[config.mk]
export PLATFORM = sky130hd
export DESIGN_NAME = round_robin_ready_queue_core
export DESIGN_NICKNAME = d
export VERILOG_FILES = /design/src/design/rrq_pkg.sv /design/src/design/rrq_ram.sv /design/src/design/rrq_ctrl.sv /design/src/design/rrq_dp.sv /design/src/design/round_robin_ready_queue_core.sv
export VERILOG_INCLUDE_DIRS = /design/src /design/src/design
export SDC_FILE = /design/constraint.sdc
export NUM_CORES = 1
export LEC_CHECK = 0
export BUFFER_PORTS_ARGS = -buffer_cell sky130_fd_sc_hd__buf_2
export CAP_MARGIN = 10
export CORE_ASPECT_RATIO = 1.1
export CORE_MARGIN = 2
export CORE_UTILIZATION = 38
export CTS_CLUSTER_DIAMETER = 30
export DETAILED_ROUTE_END_ITERATION = 10
export MAX_ROUTING_LAYER = met4
export PLACE_DENSITY = 0.57
export SYNTH_ARGS = -nofsm -noshare
export SYNTH_HDL_FRONTEND = slang
export SYNTH_SLANG_ARGS = --single-unit
[constraint.sdc]
create_clock -name clk_i -period 3.8 [get_ports clk_i]
set_clock_uncertainty 0.2 [all_clocks]
set_input_delay 0.38 -clock clk_i [delete_from_list [all_inputs] [get_ports clk_i]]
set_output_delay 0.38 -clock clk_i [all_outputs]
set_load 0.02 [all_outputs]
[src/design/round_robin_ready_queue_core_macros.svh]
// Assertion macros for the round-robin ready queue core.
// Users must have clk_i and rst_ni in scope at the point of use.
`ifndef ROUND_ROBIN_READY_QUEUE_CORE_MACROS_SVH
`define ROUND_ROBIN_READY_QUEUE_CORE_MACROS_SVH

// Property checked at every rising clock edge outside reset.
`define RRQ_ASSERT(name, prop, msg) \
  name: assert property (@(posedge clk_i) disable iff (!rst_ni) (prop)) else $error(msg);

// Antecedent in one cycle implies consequent in the next.
`define RRQ_ASSERT_NEXT(name, pre, post, msg) \
  name: assert property (@(posedge clk_i) disable iff (!rst_ni) (pre) |=> (post)) \
    else $error(msg);

`endif

[src/design/rrq_pkg.sv]
// Package for the round-robin ready queue: widths, codes and the
// command/status structs between controller and datapath. No dependencies.
`timescale 1ns / 1ps

package rrq_pkg;

  localparam int QUEUE_DEPTH = 16;
  localparam int PTR_W       = $clog2(QUEUE_DEPTH);
  localparam int CNT_W       = $clog2(QUEUE_DEPTH + 1);
  localparam int ID_W        = 6;
  localparam int TIME_W      = 8;
  localparam int ENTRY_W     = ID_W + TIME_W;
  localparam int WAIT_W      = 5;

  typedef enum logic {
    REQ_ARRIVAL = 1'b0,
    REQ_TICK    = 1'b1
  } req_type_e;

  typedef enum logic [1:0] {
    ST_QUEUED  = 2'd0,
    ST_DROPPED = 2'd1,
    ST_RAN     = 2'd2,
    ST_IDLE    = 2'd3
  } status_e;

  typedef enum logic [1:0] {
    S_IDLE,
    S_READ,
    S_POP
  } ctrl_state_e;

  // controller -> datapath
  typedef struct packed {
    logic arr_go;   // arrival transfer: push or drop, load result
    logic tick_go;  // tick transfer: requeue held entry
    logic rd_go;    // read queue head
    logic idle_go;  // load idle-tick result
    logic pop_go;   // consume head, load ran result
  } dp_cmd_t;

  // datapath -> controller
  typedef struct packed {
    logic count_zero;
    logic out_free;
  } dp_status_t;

endpackage

[src/design/rrq_ram.sv]
// Generic single-write, single-read RAM with registered read data.
// No dependencies.
`timescale 1ns / 1ps

module rrq_ram #(
  parameter int WIDTH = 8,
  parameter int DEPTH = 16
) (
  input  logic                     clk_i,
  input  logic                     we_i,
  input  logic [$clog2(DEPTH)-1:0] waddr_i,
  input  logic [WIDTH-1:0]         wdata_i,
  input  logic                     re_i,
  input  logic [$clog2(DEPTH)-1:0] raddr_i,
  output logic [WIDTH-1:0]         rdata_o
);

  logic [WIDTH-1:0] mem_q [DEPTH];
  logic [WIDTH-1:0] rdata_q;

  always_ff @(posedge clk_i) begin
    if (we_i) begin
      mem_q[waddr_i] <= wdata_i;
    end
    if (re_i) begin
      rdata_q <= mem_q[raddr_i];
    end
  end

  assign rdata_o = rdata_q;

endmodule

[src/design/rrq_ctrl.sv]
// Sequencing FSM for the round-robin ready queue.
// Depends on rrq_pkg.
`timescale 1ns / 1ps

module rrq_ctrl import rrq_pkg::*; (
  input  logic       clk_i,
  input  logic       rst_ni,
  input  logic       in_valid_i,
  input  logic       req_type_i,
  output logic       in_ready_o,
  input  dp_status_t status_i,
  output dp_cmd_t    cmd_o
);

  ctrl_state_e state_q, state_d;

  always_ff @(posedge clk_i or negedge rst_ni) begin
    if (!rst_ni) begin
      state_q <= S_IDLE;
    end else begin
      state_q <= state_d;
    end
  end

  // next state
  always_comb begin
    state_d = state_q;
    case (state_q)
      S_IDLE: begin
        if (in_valid_i && status_i.out_free && (req_type_i == REQ_TICK)) begin
          state_d = S_READ;
        end
      end
      S_READ: begin
        if (!status_i.count_zero) begin
          state_d = S_POP;
        end else if (status_i.out_free) begin
          state_d = S_IDLE;
        end
      end
      S_POP: begin
        if (status_i.out_free) begin
          state_d = S_IDLE;
        end
      end
      default: state_d = S_IDLE;
    endcase
  end

  // outputs
  always_comb begin
    in_ready_o = 1'b0;
    cmd_o      = '0;
    case (state_q)
      S_IDLE: begin
        in_ready_o    = status_i.out_free;
        cmd_o.arr_go  = in_valid_i && status_i.out_free && (req_type_i == REQ_ARRIVAL);
        cmd_o.tick_go = in_valid_i && status_i.out_free && (req_type_i == REQ_TICK);
      end
      S_READ: begin
        cmd_o.rd_go   = !status_i.count_zero;
        cmd_o.idle_go = status_i.count_zero && status_i.out_free;
      end
      S_POP: begin
        cmd_o.pop_go = status_i.out_free;
      end
      default: begin
        in_ready_o = 1'b0;
      end
    endcase
  end

endmodule

[src/design/rrq_dp.sv]
// Datapath: queue pointers, count, held entry, ready store and result register.
// Depends on rrq_pkg and rrq_ram.
`timescale 1ns / 1ps

module rrq_dp import rrq_pkg::*; (
  input  logic              clk_i,
  input  logic              rst_ni,
  input  dp_cmd_t           cmd_i,
  output dp_status_t        status_o,
  input  logic [ID_W-1:0]   proc_id_i,
  input  logic [TIME_W-1:0] run_time_i,
  output logic              out_valid_o,
  input  logic              out_ready_i,
  output logic [1:0]        status_code_o,
  output logic [ID_W-1:0]   ran_id_o,
  output logic [TIME_W-1:0] remaining_o,
  output logic              finished_o,
  output logic [WAIT_W-1:0] waiting_o
);

  localparam logic [PTR_W-1:0] PtrLast = PTR_W'(QUEUE_DEPTH - 1);
  localparam logic [CNT_W:0]   DepthW  = (CNT_W + 1)'(QUEUE_DEPTH);

  logic [PTR_W-1:0]  head_q, head_d, tail_q, tail_d;
  logic [CNT_W-1:0]  count_q, count_d;
  logic [ID_W-1:0]   held_id_q, held_id_d;
  logic [TIME_W-1:0] held_time_q, held_time_d;
  logic              held_valid_q, held_valid_d;

  logic              out_valid_q, out_valid_d;
  logic [1:0]        st_q, st_d;
  logic [ID_W-1:0]   id_q, id_d;
  logic [TIME_W-1:0] rem_q, rem_d;
  logic              fin_q, fin_d;
  logic [WAIT_W-1:0] wait_q, wait_d;

  logic               we;
  logic [ENTRY_W-1:0] wdata;
  logic [ENTRY_W-1:0] rdata;
  logic [CNT_W:0]     occupancy;
  logic               full;
  logic [ID_W-1:0]    pop_id;
  logic [TIME_W-1:0]  pop_time, pop_rem;
  logic               pop_fin;
  logic               out_free;

  function automatic logic [PTR_W-1:0] ptr_inc(input logic [PTR_W-1:0] p);
    ptr_inc = (p == PtrLast) ? '0 : p + 1'b1;
  endfunction

  assign occupancy = {1'b0, count_q} + (CNT_W + 1)'(held_valid_q);
  assign full      = (occupancy >= DepthW);
  assign out_free  = !out_valid_q || out_ready_i;

  assign pop_id   = rdata[ENTRY_W-1:TIME_W];
  assign pop_time = rdata[TIME_W-1:0];
  assign pop_rem  = (pop_time == '0) ? '0 : pop_time - 1'b1;
  assign pop_fin  = (pop_rem == '0);

  rrq_ram #(
    .WIDTH (ENTRY_W),
    .DEPTH (QUEUE_DEPTH)
  ) u_store (
    .clk_i   (clk_i),
    .we_i    (we),
    .waddr_i (tail_q),
    .wdata_i (wdata),
    .re_i    (cmd_i.rd_go),
    .raddr_i (head_q),
    .rdata_o (rdata)
  );

  always_comb begin
    we           = 1'b0;
    wdata        = {proc_id_i, run_time_i};
    head_d       = head_q;
    tail_d       = tail_q;
    count_d      = count_q;
    held_id_d    = held_id_q;
    held_time_d  = held_time_q;
    held_valid_d = held_valid_q;
    st_d         = st_q;
    id_d         = id_q;
    rem_d        = rem_q;
    fin_d        = fin_q;
    wait_d       = wait_q;
    out_valid_d  = out_valid_q && !out_ready_i;

    if (cmd_i.arr_go) begin
      out_valid_d = 1'b1;
      id_d        = '0;
      rem_d       = '0;
      fin_d       = 1'b0;
      if (full) begin
        st_d   = ST_DROPPED;
        wait_d = WAIT_W'(occupancy);
      end else begin
        we      = 1'b1;
        tail_d  = ptr_inc(tail_q);
        count_d = count_q + 1'b1;
        st_d    = ST_QUEUED;
        wait_d  = WAIT_W'(occupancy + 1'b1);
      end
    end

    if (cmd_i.tick_go) begin
      // preempted process goes behind this tick's arrivals
      if (held_valid_q && (count_q < CNT_W'(QUEUE_DEPTH))) begin
        we      = 1'b1;
        wdata   = {held_id_q, held_time_q};
        tail_d  = ptr_inc(tail_q);
        count_d = count_q + 1'b1;
      end
      held_valid_d = 1'b0;
      held_id_d    = '0;
      held_time_d  = '0;
    end

    if (cmd_i.idle_go) begin
      out_valid_d = 1'b1;
      st_d        = ST_IDLE;
      id_d        = '0;
      rem_d       = '0;
      fin_d       = 1'b0;
      wait_d      = WAIT_W'(count_q);
    end

    if (cmd_i.pop_go) begin
      out_valid_d  = 1'b1;
      head_d       = ptr_inc(head_q);
      count_d      = count_q - 1'b1;
      st_d         = ST_RAN;
      id_d         = pop_id;
      rem_d        = pop_rem;
      fin_d        = pop_fin;
      held_valid_d = !pop_fin;
      held_id_d    = pop_fin ? '0 : pop_id;
      held_time_d  = pop_rem;
      wait_d       = WAIT_W'({1'b0, count_q} - 1'b1 + (CNT_W + 1)'(!pop_fin));
    end
  end

  always_ff @(posedge clk_i or negedge rst_ni) begin
    if (!rst_ni) begin
      head_q       <= '0;
      tail_q       <= '0;
      count_q      <= '0;
      held_id_q    <= '0;
      held_time_q  <= '0;
      held_valid_q <= 1'b0;
      out_valid_q  <= 1'b0;
    end else begin
      head_q       <= head_d;
      tail_q       <= tail_d;
      count_q      <= count_d;
      held_id_q    <= held_id_d;
      held_time_q  <= held_time_d;
      held_valid_q <= held_valid_d;
      out_valid_q  <= out_valid_d;
    end
  end

  always_ff @(posedge clk_i) begin
    st_q   <= st_d;
    id_q   <= id_d;
    rem_q  <= rem_d;
    fin_q  <= fin_d;
    wait_q <= wait_d;
  end

  assign status_o.count_zero = (count_q == '0);
  assign status_o.out_free   = out_free;

  assign out_valid_o   = out_valid_q;
  assign status_code_o = st_q;
  assign ran_id_o      = id_q;
  assign remaining_o   = rem_q;
  assign finished_o    = fin_q;
  assign waiting_o     = wait_q;

endmodule

[src/design/round_robin_ready_queue_core.sv]
// Round-robin ready queue core, one-tick quantum. Arrival: the result register is
// loaded from the transfer; next item accepted the following cycle. Tick: requeue
// held entry, read queue head from the ready store RAM, decrement and load result;
// an empty queue gets an idle result. No new request until a tick's result is in.
// A stalled result register holds off input. Reset (rst_ni, async active low)
// empties queue and held entry; no clearing pass, store only read once written.
`timescale 1ns / 1ps
`include "round_robin_ready_queue_core_macros.svh"

module round_robin_ready_queue_core import rrq_pkg::*; (
  input  logic              clk_i,
  input  logic              rst_ni,
  // input channel
  input  logic              in_valid_i,
  output logic              in_ready_o,
  input  logic              req_type_i,
  input  logic [ID_W-1:0]   proc_id_i,
  input  logic [TIME_W-1:0] run_time_i,
  // result channel
  output logic              out_valid_o,
  input  logic              out_ready_i,
  output logic [1:0]        status_o,
  output logic [ID_W-1:0]   ran_id_o,
  output logic [TIME_W-1:0] remaining_o,
  output logic              finished_o,
  output logic [WAIT_W-1:0] waiting_o
);

  // Controller issues one-hot-per-cycle commands; datapath reports whether
  // the queue is empty and whether the result register can take a new result.
  dp_cmd_t    cmd;
  dp_status_t dp_status;

  rrq_ctrl u_ctrl (
    .clk_i      (clk_i),
    .rst_ni     (rst_ni),
    .in_valid_i (in_valid_i),
    .req_type_i (req_type_i),
    .in_ready_o (in_ready_o),
    .status_i   (dp_status),
    .cmd_o      (cmd)
  );

  // Datapath holds the ready store, head/tail pointers, entry count, the
  // preempted (held) entry and the output register, which decouples a
  // stalled consumer from the next input transfer.
  rrq_dp u_dp (
    .clk_i         (clk_i),
    .rst_ni        (rst_ni),
    .cmd_i         (cmd),
    .status_o      (dp_status),
    .proc_id_i     (proc_id_i),
    .run_time_i    (run_time_i),
    .out_valid_o   (out_valid_o),
    .out_ready_i   (out_ready_i),
    .status_code_o (status_o),
    .ran_id_o      (ran_id_o),
    .remaining_o   (remaining_o),
    .finished_o    (finished_o),
    .waiting_o     (waiting_o)
  );

  // Occupancy never exceeds the queue depth.
  `RRQ_ASSERT(a_wait_bound, !out_valid_o || (waiting_o <= WAIT_W'(QUEUE_DEPTH)), "waiting over depth")
  // A process that finished has no service left.
  `RRQ_ASSERT(a_fin_rem, !(out_valid_o && finished_o) || (remaining_o == '0), "finished with time left")
  // A tick transfer keeps the input closed while the head is fetched.
  `RRQ_ASSERT_NEXT(a_tick_busy, in_valid_i && in_ready_o && (req_type_i == REQ_TICK), !in_ready_o, "tick overlap")

endmodule
==> results of run 1 <==
-- worst reg2reg max path, stage by stage, from the launching register on --
cell and delay [ps]:
edfxtp_1 460, inv_1 90, ha_1 180, nor3b_2 530, nor2_2 100, a22oi_4 360, nor2_4 70, ha_1 240
ha_1 220, nand2_1 90, nor2_1 40, a211oi_1 220, a22oi_1 90
-- layout make-up --
class	instances	area share, %
Multi-Input combinational cell	402	23.4
Clock buffer	51	8.21
Inverter	8	0.207
Timing Repair Buffer	72	3.25
Clock inverter	31	2.18
Tap cell	420	3.63
Sequential cell	291	59.1
-- per-stage QoR --
stage,instance area (µm²),total power [mW],instances
floorplan,12200,6.36,738
global placement,12900,7.17,1189
detailed placement,12900,7.19,1189
CTS,14500,11.2,1275
global route,14500,11.6,1275
finish,14500,11.1,1275
-- how the worst min path moves through the flow --
stage / start / endpoint / cells after the start
after CTS: in_valid_i / u_dp.out_valid_o / 3
after global routing: in_valid_i / u_dp.out_valid_o / 3
after detailed placement: u_dp.status_code_o[1] / u_dp.status_code_o[1] / 2
after floorplan: rst_ni / u_ctrl.state_q[0] / 0
final: in_valid_i / u_dp.out_valid_o / 3
after global placement: u_dp.status_code_o[1] / u_dp.status_code_o[1] / 2
-- logic make-up (layout without fill, tap and decap cells) --
family / count (synthesis) / in the layout / share of synthesized area [%]
buf+inv: 45 / 162 / 1.82
fa+ha+maj: 13 / 13 / 1.34
mux: 102 / 102 / 11.6
simple gates: 139 / 139 / 6.24
compound gates: 137 / 137 / 7.75
flops: 291 / 291 / 70.5
xor+xnor: 11 / 11 / 0.793
-- cells in the mapped netlist (all sizes together), types with 3 or more instances --
cell type    n  area share (%)
a21boi       3            0.31
nand2b       5            0.26
edfxtp     258              64
dfrtp       31             6.4
buf         24             1.2
nand3       12            0.54
mux4        28             5.2
a221oi      17             1.3
clkbuf      13            0.40
and2        14            0.72
a22oi       17             1.2
nor3         4            0.29
a21oi       26             1.1
o21ai       43             1.9
and3         9            0.46
xnor2        9            0.65
nor2        26            0.89
mux2i       46             3.8
a31oi        4            0.21
a21o        11            0.70
inv          8            0.25
nand2       49             1.5
o22ai        3            0.15
nor3b        6            0.41
ha          13             1.3
nor2b        3            0.15
mux2        28             2.6
and4b        3            0.26
-- power by group through the flow --
stage	logic, mW	clock network, mW	registers, mW
2_1_floorplan	2.09	0	4.27
3_3_place_gp	2.77	0	4.40
3_5_place_dp	2.79	0	4.40
4_1_cts	2.80	4.08	4.34
5_1_grt	3.05	4.20	4.39
6_report	2.77	4.00	4.33
-- per-layer routing --
| metal | track usage, % | vias up | routed length (µm) |
|---|---|---|---|
| li1 | - | 3079 | - |
| met1 | 21.0 | 3360 | 11400 |
| met2 | 26.4 | 152 | 12700 |
| met3 | 2.27 | 39 | 989 |
| met4 | 5.29 | 0 | 532 |
| met5 | - | - | 0 |
-- state kept, by name, indices dropped and copies added (netlist names) --
signal / flops
u_ctrl.state_q: 2
u_dp.count_q: 5
u_dp.finished_o: 1
u_dp.head_q: 4
u_dp.held_id_q: 6
u_dp.held_time_q: 8
u_dp.held_valid_q: 1
u_dp.out_valid_o: 1
u_dp.ran_id_o: 6
u_dp.remaining_o: 8
u_dp.status_code_o: 2
u_dp.tail_q: 4
u_dp.u_store.mem_q: 224
u_dp.u_store.rdata_o: 14
u_dp.waiting_o: 5
==> run summary, run 1 <==
The run finished with clean final reports. The count of maximum capacitance violations was 0; the peak fanout along the critical path was 8. Cells fill 46.1% of the core in the end.

In this design, the stage delay of the slowest critical-path cell is 530 ps. Detailed placement finished with a half-perimeter wire length of 16600 µm. The tools report the wire length of the first global-routing pass as 39600 µm. The kind of critical path was register to register. The number of antenna violations at the first check in global routing was 0; the number of gates resized after CTS was 0. In this run the remaining antenna-violating nets after routing total 0. Violation count after the first detailed-route iteration: 453. The worst reg-to-reg path cell count works out to 12. The logs give 0 for the post-CTS setup repair buffer count and 540 ps for the source-to-sink clock delay at the later pin of the worst-skew pair.

The worst setup path is captured at a register. Synthesis instantiated 66 different standard cells from the library. In this run, synthesis produced a sequential element count of 291. The area growth from synthesis to layout is 19.2%. The run gives 738 as the number of instances in the synthesized netlist. The maximum buffer depth of the clock tree came out at 3. The number of gates on the worst path with buffers counted was 12; the clock slew at the register clock pins of the worst setup and hold paths was 50 ps. In this run the critical register-to-register path is launched from u_dp.u_store.rdata_o[0]. After synthesis, flip-flops and latches occupy 70.5% of the total area. The run gives 0 as the hold violation total from the final report. The tools report the sum of negative setup slack as 0 ps. Yosys mapped a number of flops with a built-in enable equal to 258.

Clock tree synthesis inserted a total of 44 buffers. Leaving out fill and tap cells, the most frequent cells in the layout are edfxtp_1, nand2_1, mux2i_1, clkbuf_16, buf_2. The internal power of the cells totals 7.68 mW. The count of buffering cells on the critical path with inverters included works out to 1. For this run, design rule violations remaining after detail routing come to 0. The filler cells instantiated in the layout total 2706.

The run gives 38.7% as the starting density of the core. Startpoint type of the worst setup path: a register. Maximum number of pins on one net before global-route repair: 38. Counting flops with an async set or reset pin after synthesis yields a share of 10.7%. Tracing the worst setup path back leads to its startpoint at u_dp.u_store.rdata_o[0]. The most common library cell in the layout ignoring fill and taps was edfxtp_1.

Once routing completed, OpenROAD measured the worst setup slack at 631 ps. The total standard cell area after synthesis came out at 12200 µm². Setup repair after global routing left no endpoint under its margin.

The H-tree generated during clock tree synthesis spans 2 levels. Cell repeated most along the worst path: ha_1. Data arrives at the worst endpoint at 3220 ps. After synthesis, the mean cell area works out to 16.5 µm². The number of antenna diodes in the final layout is 0. The critical path's slowest cell was nor3b_2.

For the worst reg-to-reg setup slack, the log shows 630 ps. Synthesis produced a netlist with a net count of 770. The run gives 0 as the total of warnings raised by yosys. TritonCTS built the clock tree.

For this run the aggregate overflow at the end of global routing stands at 0. Hold timing on the final database bottoms out at a slack of 126 ps. After layout, the minimum clock period comes to 3170 ps.

For the top-level I/O count, the log shows 43. The cell class contributing the biggest share of worst-path delay is simple AND/OR/NAND/NOR gates. In the global route stage, overall resource usage came out at 16.2%.

The path class of the tightest hold or removal check is input port to register. The multi-input combinational cells in the finished layout cover a total of 3390 µm². Setup violations remaining at the end of the flow were counted as 0. After detailed routing, the average wire length per cell comes to 20.1 µm. At the pin with the least slew margin, the transition time is 837 ps. The share of the cycle needed by the critical path after routing was 83.4%; the worst ir drop on vdd was 0.295 mV.

The detailed router placed 6630 vias in this run. Fraction of layout instances using a drive strength above 1: 26.7%. Routability-driven placement finished with a final weighted congestion of 0.885.

The most common flop cell mapped by yosys is edfxtp_1. The worst pin sits at a relative slew slack of 44.2%. The root buffer cell was clkbuf_16. STA puts the critical path data required time at 3860 ps.

For the placeable core area, the log shows 31400 µm². Static timing analysis puts the maximum clock frequency at 316 MHz. The run gives 25600 µm as the post-detailed-routing wire length.

Walking the worst path, the cells encountered are inv_1 -> ha_1 -> nor3b_2 -> nor2_2 -> a22oi_4 -> nor2_4 -> ha_1 -> ha_1 -> nand2_1 -> nor2_1 -> a211oi_1 -> a22oi_1. The floorplan has 68 rows. The post-cts hold buffer count came out at 4.

Following the worst setup path forward leads to its endpoint at u_dp.waiting_o[4]. Using the TritonRoute via totals, the vias-per-cell ratio works out to 5.20. The number of global-route vias before repair was 6691; the detailed-router iteration count before antenna repair was 4. Measured along the y axis, the die boundary spans 192 µm. Prior to clock tree synthesis, the placed netlist has a worst setup slack of 638 ps.

Across the whole layout, storage elements account for 8570 µm². Net switching is 30.9% of the power. In this run, flip-flops and latches consume 39.0% of the power. The leakage power total is 5.21 nW. The tools report the worst reg2reg path endpoint as u_dp.waiting_o[4].

Die outline area: 33400 µm². The horizontal die dimension came out at 174 µm. The part of the total power dissipated in combinational logic is 25.0%.

For this design, the sink count on the clock tree is 291. The run gives 851 as the final-stage net count. The max-slew violation count is 0, and the power per cell area is 767 nW/µm².

The clock share of power was 36.1%. The switching power total is 3.43 mW, and the number of port buffers is 42.
(Power assumes the default switching activity.)
==> inputs of run 2 (changes only) <==
- PLACE_DENSITY: 0.57 -> 0.59
- clock period: 3.8 -> 2.8 ns (I/O delays scaled with it)
==> run 2 against run 1 <==
  * Global-route usage decreased by 0.51 points
  * Critical path depth decreased by 1
  * Cell count increased by 2.6%
==> run summary, run 2 (same netlist as run 1, synthesis figures left out) <==
In this run, CTS created clock tree buffers numbering 46. The congestion estimate from routability-driven global placement came to 0.842. Dividing the detail-routed via count by the number of cells gives 5.16. The clock net in this run drives a total of 291 sinks. At the worst endpoint, the arrival time is 2730 ps.

Hold violation total from the final report: 0. The worst-case IR drop observed on VDD is 0.456 mV. For this run, the post-layout net count is 884. The detailed router finished its first iteration with 512 violations. After routing the design area is 15100 µm². Summed over all layers, the global routing overflow is 0. The logs give 0 ps for the sum of negative setup slack and 0 for the number of antenna violations at the first check in global routing. Pin placement for this block handled 43 I/O pins. Entering global routing, the biggest net connects 32 pins.

The run gives 6755 as the total number of vias. The tool flagged a number of max-cap violations equal to 0. The worst setup path is captured at a register. The critical path is of the register to register type. The filler cell count in the final layout was 2639; the wire length of the first global-routing pass was 39000 µm.

For this block, the routed nets add up to 25100 µm of wire. In the finished design, the share of the clock period the worst path needs comes to 95.5%. Root buffer cell: clkbuf_16.

The register with the most flip-flops in the layout has 224 of them. The leakage power total was 5.48 nW. The worst path in the final design needs a cycle of 2670 ps, including I/O delays and setup.

In the layout the commonest cells are edfxtp_1, nand2_1, mux2i_1, clkbuf_16, buf_2. The headroom to the max-slew limit was 45.5%; the starting density of the core was 38.7%. The area added between synthesis and finish was 24.2%; the die outline area was 33400 µm². Source-to-sink clock delay at the later pin of the worst-skew pair: 550 ps. Once detail routing completed, the nets flagged for antenna violations numbered 0. CTS built an H-tree with a depth of 2.

The number of placed instances, taps included, is 1216. The tools report the total number of placement rows as 68. The transition time at the pin with the least slew margin is 817 ps.

Most common library cell in the layout ignoring fill and taps: edfxtp_1. The overall track demand over capacity in global routing was 15.6%; the required time of the critical path was 2850 ps. The finished layout holds 1308 standard cells, fillers aside. The tools report the count of inserted antenna diode cells as 0. The worst min-delay path class was input port to register. In this run the tool buffered the top-level ports with 42 buffer cells. Counting flops per register, the top entry is u_dp.u_store.mem_q.

TritonCTS built the clock tree. After legalization and detailed placement, the total HPWL measured 16900 µm. The flow ran to the end, and the final reports show no timing, DRC or antenna violations. The clock slew at the register clock pins of the worst setup and hold paths was 50 ps; the number of global-route vias before repair was 6828. The tools report the startpoint type of the worst setup path as a register. The number of cells on the worst reg-to-reg path is 11. The run gives 31400 µm² as the placeable core area.

In the final layout, the share of cells above drive strength 1 is 29.6%. Summing all placed instances gives a cell area of 13400 µm². The clock passes through at most 3 buffers. The routed wirelength normalized by instance count works out to 19.2 µm. The peak fanout along the critical path is 3. The power per cell area works out to 1040 nW/µm². The worst hold path cell count was 2. For the final routed DRC violation total, the log shows 0. The detailed-router iteration count before antenna repair came out at 5. For the highest achievable clock rate, the log shows 374 MHz. The die extent in y works out to 192 µm. For the max-slew violation count, the log shows 0. Setup violations remaining at the end of the flow were counted as 0.

Horizontal die dimension: 174 µm.
## run 2: changes by cell type in the layout (fill, tap and decap cells not counted), sizes merged
cell | previous run | this run
buf | 68 | 97
bufinv | 4 | 8
clkinvlp | 7 | 3
clkinv | 14 | 16
dlygate4sd3 | 4 | 6
## run 2: power by group
| group | total, mW | switching [mW] | internal, mW |
|---|---|---|---|
| logic | 4.22 | 2.37 | 1.85 |
| registers | 5.79 | 0.400 | 5.39 |
| clock network | 5.76 | 1.98 | 3.78 |
## run 2: per-layer routing
layer | vias up | wire length, µm | track usage (%)
li1 | 3162 | - | -
met1 | 3404 | 11100 | 19.6
met2 | 152 | 12500 | 26.3
met3 | 37 | 997 | 2.51
met4 | 0 | 520 | 4.78
met5 | - | 0 | -
## run 2: critical path, stage by stage, from the launching register on
cell	delay, ps
edfxtp_1	380
inv_1	70
ha_2	190
xnor2_1	140
a32oi_1	130
or4_4	450
nor2_4	160
ha_4	170
ha_2	180
nand2_1	80
a2bb2oi_2	140
a22oi_1	90
## run 2: final cells by class
type / instances / area [µm²] / area share, %
clock inverter: 33 / 428 / 2.84
clock buffer: 51 / 1170 / 7.75
inverter: 8 / 30.0 / 0.199
multi-input combinational: 402 / 3440 / 22.8
sequential: 291 / 8570 / 56.8
tap: 420 / 526 / 3.48
timing repair buffer: 103 / 933 / 6.18
## run 2: what timing repair did
action	CTS	global route
gates resized for setup	0	9
endpoints found under the setup margin	0	57
setup buffers	0	2
hold buffers	6	0
hold endpoints to repair	35	0
## run 2: final timing paths
| path | start | endpoint | slack (ps) |
|---|---|---|---|
| max | u_dp.u_store.rdata_o[1] | u_dp.waiting_o[4] | 130 |
| min | run_time_i[4] | u_dp.u_store.mem_q[2][4] | 120 |
| max reg2reg | u_dp.u_store.rdata_o[1] | u_dp.waiting_o[4] | 130 |
| min reg2reg | u_dp.status_code_o[1] | u_dp.status_code_o[1] | 250 |
| max in group asynchronous | rst_ni | u_dp.head_q[0] | 1610 |
| min in group asynchronous | rst_ni | u_dp.tail_q[3] | 170 |
## run 2: metrics by stage
stage          power [mW]  utilization (%)  hold WS, ps  setup slack [ps]
2_1_floorplan        8.65                -         -216              -101
3_3_place_gp         10.0             42.6          209               104
3_5_place_dp         10.0             42.6          214              17.2
4_1_cts              15.8             47.9         95.7              6.48
5_1_grt              16.5             48.1          134             -50.4
6_report             15.8             48.1          117               127
==> inputs of run 3 (changes only) <==
- CTS_BUF_LIST: not set -> sky130_fd_sc_hd__clkbuf_16
==> run 3 against run 2 <==
  * Via count is 0.21% higher
  * Non-clock buffer count stayed put
  * Critical path depth stayed put
  * Clock power hardly changed
  * Sequential power hardly changed
  * Worst setup slack better by 5.0 ps
  * Global-route usage stayed put
  * Wire length hardly changed
  * Largest power group unchanged
  * Register-to-register slack hardly changed
==> run summary, run 3 (same netlist as run 1, synthesis figures left out) <==
The flow ran to the end, and the final reports show no timing, DRC or antenna violations. The endpoint of the worst hold path is u_dp.u_store.mem_q[7][1]. Before CTS, the worst setup slack after placement is 17.2 ps. The worst hold path was traced through 2 stages.

Once layout is done, the placed cells without fillers occupy 15100 µm². The maximum buffer depth of the clock tree is 3, and the standard cell area after detailed placement is 13400 µm². Detailed-router iteration count before antenna repair: 5.

The switching share of total power came out at 30.2%. In this run the power spent charging and discharging nets is 4.75 mW. After clock tree synthesis, the clock-pin slew on the worst setup and hold paths is 50 ps.

At the pin with the least slew margin, the transition time is 817 ps. The floorplan step set the die width to 174 µm. Beginning of the worst hold path: run_time_i[1]. After detailed routing, the average wire length per cell comes to 19.2 µm.

The routed layout has 6769 vias. The final hold slack came out at 123 ps. The number of vias per cell after detailed routing came out at 5.18. The first global-routing pass estimated 39000 µm of wire.

Setup slack on the worst reg-to-reg path comes out at 130 ps. On the worst path, the slowest cell contributes a delay of 450 ps. The data arrival time at the worst-slack endpoint was 2720 ps; the peak fanout along the critical path was 3. Traced cell by cell, the critical path runs through inv_1 -> ha_2 -> xnor2_1 -> a32oi_1 -> or4_4 -> nor2_4 -> ha_4 -> ha_2 -> nand2_1 -> a2bb2oi_2 -> a22oi_1. Timing would allow up to 375 MHz. For this run, design rule violations remaining after detail routing come to 0. The total overflow left after global routing is 0. The power per cell area is 1040 nW/µm².

The hold violation total from the final report was 0. Overall track demand over capacity in global routing: 15.6%. The tools report the number of antenna violations at the first check in global routing as 0. Top-level I/O count: 43.

By startpoint and endpoint, the worst setup path is classified as register to register. Setup slack on the critical path of the routed design comes to 132 ps. The final count of negative-setup-slack endpoints is 0. STA classifies the critical path startpoint as a register. Sink count of the clock tree: 291. The final-stage net count is 884, and the final RePlAce weighted congestion is 0.842.

The area added between synthesis and finish works out to 24.2%. Internal power comes to 11.0 mW. Subtracting the final worst setup slack from the clock period gives 2670 ps. The reg-to-reg startpoint was u_dp.u_store.rdata_o[1]. The floorplan step defined a core boundary enclosing 31400 µm². TritonCTS built the clock tree. From bottom edge to top edge, the die measures 192 µm. Measured in cells, the most critical reg-to-reg path has a length of 11. The tools report the root buffer cell as clkbuf_16.

TritonCTS buffer count: 46. The run gives 5.50 nW as the leakage power total. In this design, the largest share of critical-path delay is due to simple AND/OR/NAND/NOR gates.

The die outline area was 33400 µm²; the starting density of the core was 38.7%. Data on the critical path is required at its endpoint by 2850 ps. Leaving out fill and tap cells, the most frequent cell in the layout is edfxtp_1.

The worst min-delay path class is input port to register. The number of global-route vias before repair is 6828. The run gives 26.8% as the part of the total power dissipated in combinational logic. Total power: 15.7 mW. The repair_antennas step left the layout with diodes totalling 0. VDD sags by at most 0.455 mV. Once detailed placement completed, the half-perimeter wirelength came to 16900 µm. The maximum level of the CTS H-tree was 2; the share of total power in sequential cells was 36.7%. Element type at the critical path end: a register. The endpoint identified for the worst register-to-register timing path is u_dp.waiting_o[4].

For this block, the initial DRC count from the detailed router was 503. Flip-flop count of the largest register, all copies and words added: 224. Max-cap violations in this run came to 0. For the total number of placement rows, the log shows 68. The cell repeated most along the worst path is ha_2. The slowest stage of the critical path belongs to the cell or4_4.

The number of port buffers is 42. For the filler cell count in the final layout, the log shows 2639. The fraction of layout instances using a drive strength above 1 is 29.6%, and the source-to-sink clock delay at the later pin of the worst-skew pair is 550 ps. The post-detailed-routing wire length came out at 25100 µm.

In this run the tightest slew margin relative to its limit is 45.5%. The share of the cycle needed by the critical path after routing was 95.3%; the post-route antenna net violation count was 0. Ranked by flip-flop count, first place goes to u_dp.u_store.mem_q.

Entering global routing, the biggest net connects 32 pins. The top cell types in the final layout, fill and taps aside, are edfxtp_1, nand2_1, mux2i_1, clkbuf_16, buf_2. The count of buffering cells on the critical path with inverters included works out to 1.

The logs give 0 for the max-slew violation count and 36.5% for the clock share of power.
[run 3: final cells by class]
class	instances	area (µm²)	share of cell area, %
repair buffers	103	933	6.18
clock buffers	46	1150	7.63
inverters	8	30.0	0.199
flip-flops and latches	291	8570	56.8
well taps	420	526	3.48
multi-input cells	402	3440	22.8
clock inverters	38	447	2.96
[run 3: power groups by stage]
stage | clock (mW) | sequential (mW) | combinational [mW]
2_1_floorplan | 0 | 5.80 | 2.85
3_3_place_gp | 0 | 5.85 | 4.16
3_5_place_dp | 0 | 5.86 | 4.17
4_1_cts | 5.84 | 5.79 | 4.20
5_1_grt | 6.05 | 5.85 | 4.60
6_report | 5.74 | 5.78 | 4.22
[run 3: worst max path at each step]
stage                               endpoint                     from  slack [ps]  cells past startpoint
finish                     u_dp.waiting_o[4]  u_dp.u_store.rdata_o[1]         130                     11
global route               u_dp.waiting_o[4]  u_dp.u_store.rdata_o[0]         -50                     12
CTS                        u_dp.waiting_o[4]  u_dp.u_store.rdata_o[0]           6                     11
detailed placement         u_dp.waiting_o[4]  u_dp.u_store.rdata_o[0]          20                     11
global placement           u_dp.waiting_o[4]  u_dp.u_store.rdata_o[0]         100                     11
floorplan           u_dp.u_store.mem_q[5][0]          u_dp.count_q[0]        -100                      7
[run 3: what timing repair did]
action                     4_1_cts  5_1_grt
hold endpoints to repair        35        0
gates resized for setup          0        9
setup buffers                    0        2
setup endpoints to repair        0       57
hold buffers                     6        0
[run 3: routing by layer]
metal,track usage [%],share of wire (%),vias to the layer above
li1,-,-,3165
met1,19.6,44,3417
met2,26.3,50,150
met3,2.51,4.1,37
met4,4.78,2.1,0
met5,-,0,-
[run 3: through the flow]
step	TNS, ps	utilization (%)	cells
3_5_place_dp	0	42.6	1216
6_report	0	48.1	1308
2_1_floorplan	-4230	-	738
5_1_grt	-50.4	48.1	1308
4_1_cts	0	47.9	1306
3_3_place_gp	0	42.6	1216
[run 3: worst reg2reg max path, stage by stage, from the launching register on]
cell       delay [ps]
edfxtp_1          380
inv_1              70
ha_2              190
xnor2_1           140
a32oi_1           130
or4_4             450
nor2_4            160
ha_4              170
ha_2              180
nand2_1            80
a2bb2oi_2         140
a22oi_1           100
